==> src/design/quadratic_root_solver_assert.svh <==
// Assertion macros for the quadratic root solver.
// Used by the top level only; no other dependencies.
`ifndef QUADRATIC_ROOT_SOLVER_ASSERT_SVH
`define QUADRATIC_ROOT_SOLVER_ASSERT_SVH
`define QRS_ASSERT_IMP(lbl, ante, cons, msg) \
  lbl: assert property (@(posedge clk) disable iff (rst) (ante) |-> (cons)) else $error(msg);
`define QRS_ASSERT_NEXT(lbl, ante, cons, msg) \
  lbl: assert property (@(posedge clk) disable iff (rst) (ante) |=> (cons)) else $error(msg);
`endif

==> src/design/qrs_pkg.sv <==
// Shared widths, codes and pipeline types for the quadratic root solver.
// No dependencies.
`default_nettype none
package qrs_pkg;
  localparam int CW   = 16;
  localparam int FB   = 16;
  localparam int RW   = 32;
  localparam int DW   = 2 * CW + 2;
  localparam int SW   = CW + 1;
  localparam int NW   = CW + 2;
  localparam int DVW  = CW + 1;
  localparam int QW   = NW + FB;
  localparam int SQ_STAGES  = SW;
  localparam int DIV_STAGES = QW;

  typedef enum logic [1:0] {
    KIND_INF = 2'd0, KIND_NONE = 2'd1, KIND_ONE = 2'd2, KIND_TWO = 2'd3
  } kind_t;

  typedef struct packed {
    logic [DW-1:0] rem;
    logic [SW-1:0] root;
    logic [DW-1:0] dsc;
    logic signed [CW-1:0] a;
    logic signed [CW-1:0] b;
    logic signed [CW-1:0] c;
    kind_t kind;
    logic  vld;
  } sq_t;

  typedef struct packed {
    logic [QW-1:0]  rem1;
    logic [QW-1:0]  q1;
    logic [QW-1:0]  n1;
    logic           neg1;
    logic [QW-1:0]  rem2;
    logic [QW-1:0]  q2;
    logic [QW-1:0]  n2;
    logic           neg2;
    logic [DVW-1:0] den;
    kind_t kind;
    logic  vld;
  } dv_t;
endpackage
`default_nettype wire

==> src/design/qrs_sqrt_cell.sv <==
// One restoring square-root cell: resolves one root bit per cycle while adv is high.
// Depends on qrs_pkg.
`default_nettype none
module qrs_sqrt_cell import qrs_pkg::*; (
  input  wire logic clk,
  input  wire logic rst,
  input  wire logic adv,
  input  wire logic [$clog2(SW)-1:0] bit_pos,
  input  wire sq_t  din,
  output sq_t       dout
);
  logic [DW-1:0] rem2;
  logic [DW-1:0] trial;
  sq_t nxt;
  always_comb begin
    nxt = din;
    rem2 = {din.rem[DW-3:0], din.dsc[2*bit_pos +: 2]};
    trial = {{(DW-SW-2){1'b0}}, din.root, 2'b01};
    if (rem2 >= trial) begin
      nxt.rem = rem2 - trial;
      nxt.root = {din.root[SW-2:0], 1'b1};
    end else begin
      nxt.rem = rem2;
      nxt.root = {din.root[SW-2:0], 1'b0};
    end
  end
  always_ff @(posedge clk) begin
    if (rst) begin
      dout.vld <= 1'b0;
    end else if (adv) begin
      dout.vld <= din.vld;
    end
    if (adv) begin
      dout.rem <= nxt.rem; dout.root <= nxt.root; dout.dsc <= nxt.dsc;
      dout.a <= nxt.a; dout.b <= nxt.b; dout.c <= nxt.c; dout.kind <= nxt.kind;
    end
  end
endmodule
`default_nettype wire

==> config.mk <==
export PLATFORM = sky130hd
export DESIGN_NAME = qrs_sqrt_cell
export DESIGN_NICKNAME = d
export VERILOG_FILES = /design/src/design/quadratic_root_solver_assert.svh /design/src/design/qrs_pkg.sv /design/src/design/qrs_sqrt_cell.sv
export SDC_FILE = /design/constraint.sdc
export NUM_CORES = 1
export LEC_CHECK = 0
export BUFFER_PORTS_ARGS = -buffer_cell sky130_fd_sc_hd__buf_2
export CORE_ASPECT_RATIO = 1.75
export CORE_MARGIN = 3
export CORE_UTILIZATION = 50
export CTS_CLUSTER_SIZE = 14
export DETAILED_ROUTE_END_ITERATION = 10
export GPL_ROUTABILITY_DRIVEN = 0
export GPL_TIMING_DRIVEN = 0
export PLACE_DENSITY = 0.95
export SETUP_SLACK_MARGIN = 0.2
export SYNTH_ARGS = -nofsm -noshare
export SYNTH_HDL_FRONTEND = slang
export SYNTH_SLANG_ARGS = --single-unit
==> constraint.sdc <==
create_clock -name clk -period 9.2 [get_ports clk]
set_clock_uncertainty 0.2 [all_clocks]
set_input_delay 0.92 -clock clk [delete_from_list [all_inputs] [get_ports clk]]
set_output_delay 0.92 -clock clk [all_outputs]
set_load 0.03 [all_outputs]
==> results.cfg <==
[critical_path]
cpMaxStageDelayCell = a2111oi_1
worst-endpoint-arrival_ps = 4770
cp.required_ps = 9140
critical_path.endpoint_type = flop
critPathBufInv = 2
path_cells = clkbuf_1 -> mux4_2 -> mux2_4 -> a211oi_4 -> ha_1 -> or4bb_1 -> nor4_1 -> a211oi_1 -> nor2b_1 -> buf_2 -> a2111oi_1 -> o31ai_1 -> nor4_1 -> xor2_1
r2r_setup_slack_ps = 8420
ff2ff_path_depth = 2
path_delay_family = compound AO/OA/AOI/OAI gates
crit_path_max_incr_delay_ps = 520
worst_r2r_endpoint = dout[0]
crit_fanout = 10
crit_type = in2reg
timing.rr.start = dout[0]
path_common_cell = nor4_1
cp-start-kind = primary input

[floorplanning]
die_h_microns = 152.0
die_area_sq_um = 13590
ios = 280
rows = 52
fp.coreArea_sq_um = 11710
start_util_pct = 51.98
die_w_microns = 89.41

[sta]
max-slew-margin-rel_pct = 59.00
fin_crit_sh_pct = 52.49
worst-slew-pin-transition_ps = 613.7
finalSetupViolCount = 0
slew_violations = 0
min_period_ps = 4829
rsz0062_at_grt = false
max_freq_mhz = 207.1
fin_tns_setup_ps = 0
finalHoldViolations = 0

[cells_and_area]
fin_area_sq_um = 8214
fin_cells = 868
drive_gt1_share_pct = 44.07
multi_input_area_sq_um = 1849
layout.nets = 883
area_growth_pct = 34.94
top_register = dout
n_fill_cell = 815
top_regs = dout (136)
layout_commonest_cell = buf_2
antenna_cells = 0
largest_reg_flops = 136
layout_common_cells = 275 x buf_2, 135 x edfxtp_1, 31 x nor2_1, 29 x a21oi_1
regArea_sq_um = 4074

[detailed_routing]
post_drt_wl_per_cell_microns = 18.70
wl_microns = 16230
num_vias = 4749
drtPass1Iterations = 5
drt_iter0_markers = 276
antenna_left = 0
vias_per_cell = 5.471
drc_errors = 0

[power]
p_clk_share_pct = 36.3
sequentialPowerShare_pct = 43.9
p_comb_share_pct = 19.8
p_total_mw = 1.733
p_switching_uw = 519.0
cellLeakagePower_nw = 3.560
peakVddDrop_mv = 0.1418
power-per-cell-area_nw_per_um2 = 211.0
intPower_mw = 1.214
p_sw_share_pct = 29.95

[hold_path]
min_to = dout[0]
min_path_type = reg2reg
whs_path_depth = 2
hp-start = dout[0]

[clocking]
numClockSinks = 136
hold_buffers = 0
clkSlewWorstSetupHoldPaths_ps = 60
post-cts-setup-buffers = 0
cts_tree = built
post_cts.resized_instances = 0
clk-insertion-delay-late_ps = 400
cts_buffer_depth = 2
cts_max_level = 4
cts-buffers-inserted = 17
clockRootBuffer = clkbuf_16

[synth]
synth-seq-cells = 136
synth_fp_nets = 589
synth_cell_types = 53
yosysWarnings = 0
synthCells = 426
ys.flop_type = edfxtp_1
syn_area_sq_um = 6087
yosysSeqAreaShare_pct = 66.93
avgSynthCellArea_sq_um = 14.29
synth_edf_count = 135
async_reset_ff_share_pct = 0

[place]
placed_cells = 836
port_buffers = 274
placed_cell_area_sq_um = 7661
dp.final_hpwl_microns = 12720

[outcome]
status = finished clean

[grt]
grt-ovfl-total = 0
grt.total_usage_pct = 24.35
antenna_found_initial = 2
grt_pass1_wl_microns = 24850
grt_pass1_vias = 5042
grt_max_degree = 90

[flow_run]
max_cap_viol_count = 0
[cell type report]
cell class / instances / share of cell area (%)
multi-input combinational: 251 / 22.51
buffer: 13 / 0.8073
clock inverter: 14 / 1.508
inverter: 26 / 1.188
timing repair buffer: 275 / 17.11
clock buffer: 18 / 5.225
sequential: 136 / 49.60
tap: 135 / 2.056
[synthesized netlist by cell type (2+ instances only)]
library cell	count	area, sq um
o31ai_1	4	30.03
buf_6	2	22.52
a211o_1	2	17.52
and4_1	2	17.52
xor2_1	13	113.9
a21o_1	8	60.06
nand4_1	3	18.77
o21a_1	3	22.52
mux4_2	4	90.09
nor3b_1	2	15.01
xnor2_1	17	148.9
nor2b_1	4	25.02
nor2_1	31	116.4
clkbuf_1	8	30.03
a211oi_1	4	30.03
or4_1	3	22.52
nor4_1	6	37.54
ha_1	19	237.7
nand2b_1	7	43.79
edfxtp_1	135	4054
mux2i_1	3	30.03
or3_1	5	31.28
nand3_1	4	20.02
nand2_1	26	97.59
nor3_1	4	20.02
mux4_1	4	105.1
a21oi_1	29	145.1
inv_1	26	97.59
a31o_2	2	17.52
o21ai_0	22	110.1
buf_2	2	10.01
[layer usage]
metal,wire [microns],vias to the layer above,track usage [%],part of all wire [%]
li1,-,2206,-,-
met1,5237,2213,23.40,32
met2,8920,272,43.83,55
met3,1449,54,9.485,8.9
met4,603,4,10.72,3.7
met5,21,-,0,0.13
[worst min-delay path: cells and delay by family (launching register included)]
kind / cells / cell delay, ps
simple gates: 1 / 70
flops: 1 / 320
mux: 1 / 70
[per-stage QoR]
| stage | hold slack [ps] | setup slack [ps] | utilization, % |
|---|---|---|---|
| after detailed placement | 293.6 | 4017 | 65.42 |
| final | 297.3 | 4371 | 70.14 |
| after floorplan | 429.9 | 4617 | - |
| after global placement | 269.5 | 4040 | 65.13 |
| after CTS | 309.3 | 4435 | 70.14 |
| after global routing | 331.3 | 4060 | 70.14 |
[worst max path at each step]
| stage | to | from | cells past startpoint | slack, ps |
|---|---|---|---|---|
| 2_1_floorplan | dout[131] | bit_pos[1] | 14 | 4620 |
| 6_report | dout[131] | bit_pos[1] | 14 | 4370 |
| 4_1_cts | dout[134] | bit_pos[1] | 16 | 4440 |
| 5_1_grt | dout[131] | bit_pos[1] | 14 | 4060 |
| 3_5_place_dp | dout[131] | bit_pos[1] | 14 | 4020 |
| 3_3_place_gp | dout[131] | bit_pos[1] | 14 | 4040 |
[power by group through the flow]
stage          Clock (mW)  Combinational, mW  Sequential, mW
6_report            0.629              0.343           0.761
5_1_grt             0.669              0.367           0.767
4_1_cts             0.641              0.344           0.762
3_5_place_dp            0              0.342           0.774
3_3_place_gp            0              0.334           0.774
2_1_floorplan           0             0.0961           0.894
[cells by family (layout without fill, tap and decap cells)]
logic type                 Yosys count  count (layout)  share of synthesized area (%)
buffers and inverters               39             346                          2.693
AOI/OAI and AO/OA                   86              86                          9.538
and+or+nand+nor                    103             103                          8.489
xor gates and xnor gates            30              30                          4.317
DFF                                136             136                          66.93
adders and majority gates           19              19                          3.905
muxes                               13              13                          4.132
Note: power is estimated with default switching activity, not from simulation.
