## src/design/quadratic_root_solver_assert.svh

```systemverilog
// Assertion macros for the quadratic root solver.
// Used by the top level only; no other dependencies.
`ifndef QUADRATIC_ROOT_SOLVER_ASSERT_SVH
`define QUADRATIC_ROOT_SOLVER_ASSERT_SVH
`define QRS_ASSERT_IMP(lbl, ante, cons, msg) \
  lbl: assert property (@(posedge clk) disable iff (rst) (ante) |-> (cons)) else $error(msg);
`define QRS_ASSERT_NEXT(lbl, ante, cons, msg) \
  lbl: assert property (@(posedge clk) disable iff (rst) (ante) |=> (cons)) else $error(msg);
`endif

```

## src/design/qrs_pkg.sv

```systemverilog
// Shared widths, codes and pipeline types for the quadratic root solver.
// No dependencies.
`default_nettype none
package qrs_pkg;
  localparam int CW   = 16;
  localparam int FB   = 16;
  localparam int RW   = 32;
  localparam int DW   = 2 * CW + 2;
  localparam int SW   = CW + 1;
  localparam int NW   = CW + 2;
  localparam int DVW  = CW + 1;
  localparam int QW   = NW + FB;
  localparam int SQ_STAGES  = SW;
  localparam int DIV_STAGES = QW;

  typedef enum logic [1:0] {
    KIND_INF = 2'd0, KIND_NONE = 2'd1, KIND_ONE = 2'd2, KIND_TWO = 2'd3
  } kind_t;

  typedef struct packed {
    logic [DW-1:0] rem;
    logic [SW-1:0] root;
    logic [DW-1:0] dsc;
    logic signed [CW-1:0] a;
    logic signed [CW-1:0] b;
    logic signed [CW-1:0] c;
    kind_t kind;
    logic  vld;
  } sq_t;

  typedef struct packed {
    logic [QW-1:0]  rem1;
    logic [QW-1:0]  q1;
    logic [QW-1:0]  n1;
    logic           neg1;
    logic [QW-1:0]  rem2;
    logic [QW-1:0]  q2;
    logic [QW-1:0]  n2;
    logic           neg2;
    logic [DVW-1:0] den;
    kind_t kind;
    logic  vld;
  } dv_t;
endpackage
`default_nettype wire

```

## src/design/qrs_div_cell.sv

```systemverilog
// One restoring division cell: one quotient bit per cycle for both roots while adv is high.
// Depends on qrs_pkg.
`default_nettype none
module qrs_div_cell import qrs_pkg::*; (
  input  wire logic clk,
  input  wire logic rst,
  input  wire logic adv,
  input  wire logic [$clog2(QW)-1:0] bit_pos,
  input  wire dv_t  din,
  output dv_t       dout
);
  logic [QW:0] r1, r2;
  dv_t nxt;
  always_comb begin
    nxt = din;
    r1 = {din.rem1, din.n1[bit_pos]};
    r2 = {din.rem2, din.n2[bit_pos]};
    if (r1 >= {{(QW+1-DVW){1'b0}}, din.den}) begin
      nxt.rem1 = QW'(r1 - {{(QW+1-DVW){1'b0}}, din.den});
      nxt.q1 = {din.q1[QW-2:0], 1'b1};
    end else begin
      nxt.rem1 = r1[QW-1:0];
      nxt.q1 = {din.q1[QW-2:0], 1'b0};
    end
    if (r2 >= {{(QW+1-DVW){1'b0}}, din.den}) begin
      nxt.rem2 = QW'(r2 - {{(QW+1-DVW){1'b0}}, din.den});
      nxt.q2 = {din.q2[QW-2:0], 1'b1};
    end else begin
      nxt.rem2 = r2[QW-1:0];
      nxt.q2 = {din.q2[QW-2:0], 1'b0};
    end
  end
  always_ff @(posedge clk) begin
    if (rst) begin
      dout.vld <= 1'b0;
    end else if (adv) begin
      dout.vld <= din.vld;
    end
    if (adv) begin
      dout.rem1 <= nxt.rem1; dout.q1 <= nxt.q1; dout.n1 <= nxt.n1;
      dout.neg1 <= nxt.neg1; dout.rem2 <= nxt.rem2; dout.q2 <= nxt.q2;
      dout.n2 <= nxt.n2; dout.neg2 <= nxt.neg2; dout.den <= nxt.den;
      dout.kind <= nxt.kind;
    end
  end
endmodule
`default_nettype wire

```

## config.mk

```make
export PLATFORM = sky130hd
export DESIGN_NAME = qrs_div_cell
export DESIGN_NICKNAME = d
export VERILOG_FILES = /design/src/design/quadratic_root_solver_assert.svh /design/src/design/qrs_pkg.sv /design/src/design/qrs_div_cell.sv
export SDC_FILE = /design/constraint.sdc
export NUM_CORES = 1
export LEC_CHECK = 0
export BUFFER_PORTS_ARGS = -buffer_cell sky130_fd_sc_hd__buf_2
export CAP_MARGIN = 20
export CORE_AREA = 4 4 176 178
export DETAILED_ROUTE_END_ITERATION = 6
export DIE_AREA = 0 0 180 182
export SYNTH_ARGS = -nofsm -noshare
export SYNTH_HDL_FRONTEND = slang
export SYNTH_SLANG_ARGS = --single-unit
```

## constraint.sdc

```tcl
create_clock -name clk -period 4.9 [get_ports clk]
set_input_delay 0 -clock clk [delete_from_list [all_inputs] [get_ports clk]]
set_output_delay 0 -clock clk [all_outputs]
set_load 0.005 [all_outputs]
```

==> results.json, run 1 <==
{
  "finalMaxSlewViolations": 0,
  "port_buffers": 458,
  "dpl-instance-area_um2": 13100,
  "power.share.clock_pct": 38.6,
  "synthMuxAreaShare_pct": 4.14,
  "slew_headroom_pct": 40.4,
  "async_flop_share_pct": 0,
  "final.min_clock_period_ps": 4510,
  "wl_per_cell_um": 19.9,
  "syn_to_final_growth_pct": 59.5,
  "hp-class": "in -> reg",
  "peakVddDrop_v": 0.000352,
  "path_cells": "dlygate4sd3_1, buf_2, mux2_2, a21oi_1, o21ai_0, o22ai_1, nor2_1, a21oi_1, o22a_1, ha_1, nor2b_1, o31a_1, o311ai_1, a31oi_1, nor4b_4, buf_12, a211oi_2, nand3b_1, xnor2_1, dlygate4sd3_1",
  "gr-total-overflow": 0,
  "synth_xor_area_share_pct": 4.74,
  "rows": 63,
  "layout_worst_path_cycle_share_pct": 92.0,
  "synth-warning-count": 0,
  "critical_path_class": "in -> reg",
  "grt_usage_pct": 21.8,
  "cap_violations": 0,
  "synth_edf_count": 225,
  "synth.top_cell.area_share_pct": 65.2,
  "ios": 461,
  "layout-drive-gt1-share_pct": 36.9,
  "fin_skew_ps": 0,
  "p_int_mw": 4.09,
  "worstPathRequired_ps": 5180,
  "regMostFlops": "dout",
  "holdWs_ps": -3.91,
  "max_slew.worst_pin.slew_ps": 894,
  "clockBufferDepth": 3,
  "ctsRootBufferMaster": "clkbuf_16",
  "drcViolationCount": 0,
  "grt_pass1_wl_mm": 56.7,
  "largest_register_ffs": 226,
  "violations": "negative hold slack",
  "cts_tree": "yes",
  "hpwl_mm": 26.3,
  "gp_congestion": 0.839,
  "synth_top_cell_by_area": "edfxtp_1",
  "wl_mm": 37.2,
  "cts_buffers": 27,
  "crit_path_start_kind": "input port",
  "synth_area_um2": 10400,
  "grt_max_degree": 119,
  "syn_nets": 1003,
  "firstDrtPassIters": 5,
  "path_max_fanout": 30,
  "p_seq_share_pct": 43.9,
  "clkTransAtPathRegs_ps": 60,
  "top_regs": "dout x226",
  "worst_path_max_delay_cell": "dlygate4sd3_1",
  "yosys.area_share.simple_pct": 10.0,
  "htreeDepth": 1,
  "leakagePower_nw": 6.93,
  "hold_violations": 2,
  "antenna_found_initial": 1,
  "drtIter0Drc": 637,
  "rsz0062_at_grt": "no",
  "synth_top_family_by_area": "simple AND/OR/NAND/NOR gates",
  "fin_setup_tns_ps": 0,
  "synth_area_leaders": "edfxtp_1 (65%), ha_1 (4.1%), xnor2_1 (2.7%), nand2_1 (2.2%), xor2_1 (2.0%)",
  "path_buf_inv": 4,
  "cp.arrival_ps": 4790,
  "routed_via_density": 4.87,
  "power_density_nw_per_um2": 329,
  "pwr-share-comb_pct": 17.5,
  "avgSynthCellArea_um2": 14.1,
  "synth-seq-cells": 226,
  "numClockSinks": 226,
  "p_sw_mw": 1.34,
  "clk_latency_ps": 530,
  "dieArea_um2": 32800,
  "grt_pass1_vias": 9648,
  "ys.flop_type": "edfxtp_1",
  "ys_seq_area_share_pct": 65.4,
  "die_w_um": 180,
  "design_area_um2": 16500,
  "ant_nets": 0,
  "die_y_um": 182,
  "final_nets": 1725,
  "synth_fa_ha_area_share_pct": 4.49,
  "status": "complete, but fails checks",
  "slowest_delay_ps": 570,
  "synth_compound_area_share_pct": 9.47,
  "clock.fmax_ghz": 0.222,
  "cp-end-kind": "flip-flop",
  "netlist_instances": 732,
  "switching_share_pct": 24.7,
  "coreArea_um2": 29400,
  "netlist-cell-type-count": 66,
  "vias": 9083,
  "setup_viol": 0,
  "initial_core_util_pct": 35.2,
  "critPathTopFamily": "compound AO/OA/AOI/OAI gates"
}
==> cell usage after synthesis (all sizes together) (16+ instances only) <==
cell,n
a21o,16
xor2,24
nand2,62
edfxtp,225
xnor2,32
inv,24
nor3,25
a21oi,30
ha,34
o21ai,48
mux2i,17
nor2,32
==> layout by cell type, fill, tap and decap left out, types with 6 or more instances in the layout <==
cell,netlist,layout
dlygate4sd3_1,0,243
mux4_2,8,8
a211oi_1,6,6
clkinv_2,0,6
nand2b_1,9,9
edfxtp_1,225,225
o21ai_0,41,41
a21oi_1,30,29
o21a_1,10,10
nand4_1,8,8
nor4_1,12,12
inv_1,22,22
nor2b_1,7,7
o31ai_1,6,6
xor2_1,24,24
nand2_1,62,62
nand3_1,7,7
mux2i_1,17,17
clkbuf_16,0,27
ha_1,34,34
o21ai_2,7,7
nor3_1,23,23
xnor2_1,32,32
a21o_1,16,16
nor2_1,32,32
buf_2,3,457
==> power groups by stage <==
| stage | Combinational [mW] | Sequential [mW] | Clock, mW |
|---|---|---|---|
| after floorplan | 0.299 | 2.45 | 0 |
| after CTS | 0.946 | 2.38 | 2.14 |
| final | 0.949 | 2.39 | 2.10 |
| after detailed placement | 0.780 | 2.42 | 0 |
| after global placement | 0.777 | 2.42 | 0 |
| after global routing | 1.03 | 2.40 | 2.23 |
==> worst paths after layout <==
| check | slack [ps] | cells past startpoint | endpoint | startpoint |
|---|---|---|---|---|
| hold reg to reg | 1030 | 3 | dout[0] | dout[0] |
| setup / recovery | 390 | 20 | dout[115] | din[38] |
| setup reg to reg | 3770 | 3 | dout[0] | dout[0] |
| hold / removal | -4 | 1 | dout[99] | adv |
==> area by class of cell <==
cell class / instances / area, um2
inverters: 24 / 90.1
fillers: 2411 / 12900
multi-input cells: 467 / 3410
clock buffers: 29 / 683
well taps: 390 / 488
repair buffers: 708 / 4820
flip-flops and latches: 226 / 6780
clock inverters: 20 / 245
diodes: 1 / 2.50
==> cells by family (layout without fill, tap and decap cells) <==
| kind of cell | after synthesis | count (layout) |
|---|---|---|
| other | 0 | 1 |
| DFF | 226 | 226 |
| buffers and inverters | 39 | 781 |
| xor gates and xnor gates | 56 | 56 |
| and+or+nand+nor | 195 | 195 |
| adders and majority gates | 36 | 36 |
| muxes | 32 | 32 |
| AOI/OAI and AO/OA | 148 | 148 |
==> per-stage QoR <==
stage / hold WS, ps / power [mW] / utilization [%] / setup slack, ps / std cells
floorplan: 72.4 / 2.75 / - / 865 / 732
global placement: 160 / 3.19 / 44.7 / 515 / 1570
detailed placement: 159 / 3.20 / 44.7 / 463 / 1570
CTS: 33.9 / 5.47 / 56.1 / 270 / 1862
global route: 31.8 / 5.67 / 56.2 / 64.5 / 1865
finish: -3.91 / 5.43 / 56.2 / 392 / 1865
==> routing by layer <==
layer | share of wire, % | GRT usage, % | vias up | wire [um]
li1 | - | - | 4286 | -
met1 | 38 | 25.2 | 4281 | 14100
met2 | 51 | 39.6 | 431 | 19100
met3 | 7.2 | 5.23 | 85 | 2670
met4 | 3.4 | 7.31 | 0 | 1270
met5 | 0 | 0 | - | 0
==> what timing repair did <==
| item | CTS | global route |
|---|---|---|
| gates resized for setup | 0 | 1 |
| hold buffers | 243 | 0 |
| endpoints found under the hold margin | 222 | 0 |
| setup endpoints to repair | 0 | 8 |
| setup buffers | 0 | 2 |
Power figures use the tool's default switching activity.
==> run 2: changes to the inputs <==
--- a/config.mk
+++ b/config.mk
@@ -10,6 +10,7 @@
 export CORE_AREA = 4 4 176 178
 export DETAILED_ROUTE_END_ITERATION = 6
 export DIE_AREA = 0 0 180 182
+export MAX_ROUTING_LAYER = met4
 export SYNTH_ARGS = -nofsm -noshare
 export SYNTH_HDL_FRONTEND = slang
 export SYNTH_SLANG_ARGS = --single-unit
==> run 2 against run 1 <==
Against the previous run: sequential share of layout area unchanged; utilization did not move; clock power is essentially flat; register-to-register slack barely moved; critical path depth down 1; wire length barely moved; combinational power is essentially flat; critical endpoint is now dout[223]; the run still ends with negative hold slack left; design area unchanged; total power up 0.13%; count of clock-buffer cells in the layout stayed put.
==> results.json, run 2 (synthesized netlist as in run 1, its figures left out) <==
{
  "status": "complete, but fails checks",
  "violations": "negative hold slack",
  "grt_pass1_vias": 9664,
  "clk_latency_ps": 530,
  "holdWs_ps": -14.3,
  "htreeDepth": 1,
  "coreArea_um2": 29400,
  "vias": 9104,
  "hpwl_mm": 26.3,
  "ant_nets": 0,
  "gp_congestion": 0.853,
  "drtIter0Drc": 653,
  "firstDrtPassIters": 5,
  "antenna_found_initial": 1,
  "design_area_um2": 16500,
  "path_cells": "dlygate4sd3_1, buf_2, mux2_2, a21oi_1, o21ai_0, o22ai_1, nor2_1, a21oi_1, o22a_1, ha_1, nor2b_1, o31ai_1, a21oi_1, a221o_1, a21o_1, or4_1, nor4_1, xor2_1, dlygate4sd3_1",
  "layout-drive-gt1-share_pct": 36.9,
  "ctsRootBufferMaster": "clkbuf_16",
  "cp-end-kind": "flip-flop",
  "numClockSinks": 226,
  "wl_per_cell_um": 19.9,
  "dpl-instance-area_um2": 13100,
  "layout_worst_path_cycle_share_pct": 92.4,
  "cp.arrival_ps": 4800,
  "port_buffers": 458,
  "clockBufferDepth": 3,
  "dieArea_um2": 32800,
  "worstPathRequired_ps": 5170,
  "power_density_nw_per_um2": 329,
  "clkTransAtPathRegs_ps": 60,
  "nFillCells": 2411,
  "final.min_clock_period_ps": 4530,
  "initial_core_util_pct": 35.2,
  "crit_top_cell": "a21oi_1",
  "final_nets": 1725,
  "path_buf_inv": 3,
  "die_w_um": 180,
  "grt_util_met3_pct": 4.61,
  "hp-class": "in -> reg",
  "use_met2_pct": 39.6,
  "grt_max_degree": 119,
  "dp_cells": 1570,
  "clock.fmax_ghz": 0.221,
  "slowest_delay_ps": 590,
  "rsz0062_at_grt": "no",
  "fin_skew_ps": 0,
  "gr-total-overflow": 0,
  "routed_via_density": 4.88,
  "grt_usage_pct": 22.4,
  "final_common_cell": "buf_2",
  "syn_to_final_growth_pct": 59.5,
  "rows": 63,
  "path_max_fanout": 4,
  "top_regs": "dout x226",
  "fin_cells": 1865,
  "max_slew.worst_pin.slew_ps": 905,
  "pre_cts_ws_ps": 463,
  "die_y_um": 182,
  "leakagePower_nw": 6.93,
  "worst_path_max_delay_cell": "dlygate4sd3_1",
  "crit_path_start_kind": "input port",
  "critical_path_class": "in -> reg",
  "final_cell_mix": "buf_2 (457), dlygate4sd3_1 (243), edfxtp_1 (225), nand2_1 (62), o21ai_0 (41)",
  "fin_setup_tns_ps": 0,
  "critPathTopFamily": "compound AO/OA/AOI/OAI gates",
  "busiest_layer": "met2",
  "ios": 461,
  "drcViolationCount": 0,
  "wl_mm": 37.2,
  "grt_pass1_wl_mm": 56.7,
  "worst_slack_ps": 370,
  "slew_headroom_pct": 39.6,
  "cap_violations": 0,
  "finalMaxSlewViolations": 0,
  "setup_viol": 0,
  "hold_violations": 3,
  "regMostFlops": "dout",
  "largest_register_ffs": 226,
  "grtUsageMet1_pct": 25.6,
  "peakVddDrop_v": 0.000354,
  "cts_tree": "yes",
  "cts_buffers": 27
}
==> run 2: metrics by stage <==
stage / util (%) / hold WS (ps) / power, mW
after floorplan: - / 72.4 / 2.75
after global placement: 44.7 / 160 / 3.19
after detailed placement: 44.7 / 159 / 3.20
after CTS: 56.1 / 33.9 / 5.47
final: 56.2 / -14.3 / 5.44
after global routing: 56.2 / 28.2 / 5.67
==> run 2: final timing paths <==
check | startpoint | to | slack, ps | cells past startpoint
worst max-delay path | din[140] | dout[223] | 370 | 19
worst min-delay path | adv | dout[99] | -10 | 1
worst max register to register | dout[0] | dout[0] | 3770 | 3
worst min register to register | dout[0] | dout[0] | 1030 | 3
==> run 2: metal layers <==
layer / part of all wire, % / up-vias
met2: 51 / 440
met4: 3.3 / 0
met5: 0 / -
met3: 6.8 / 77
met1: 38 / 4302
li1: - / 4285
==> run 2: cell type report <==
type / count / area (um2) / share of cell area (%)
inverters: 24 / 90.1 / 0.545
diodes: 1 / 2.50 / 0.0151
flip-flops and latches: 226 / 6780 / 41.0
clock buffers: 29 / 683 / 4.13
multi-input cells: 467 / 3410 / 20.7
clock inverters: 20 / 245 / 1.48
well taps: 390 / 488 / 2.95
repair buffers: 708 / 4820 / 29.2
==> run 2: power breakdown <==
| group | leakage (nW) | total (mW) | internal (mW) | switching [mW] |
|---|---|---|---|---|
| clock | 0.457 | 2.10 | 1.28 | 0.824 |
| sequential | 2.21 | 2.39 | 2.34 | 0.0472 |
| combinational | 4.26 | 0.950 | 0.475 | 0.475 |
| total | 6.93 | 5.44 | 4.09 | 1.35 |
==> run 2: timing repair <==
item	CTS	global route
buffers inserted	0	2
hold endpoints to repair	222	0
setup endpoints to repair	0	8
hold buffers	243	0
gates resized for setup	0	1
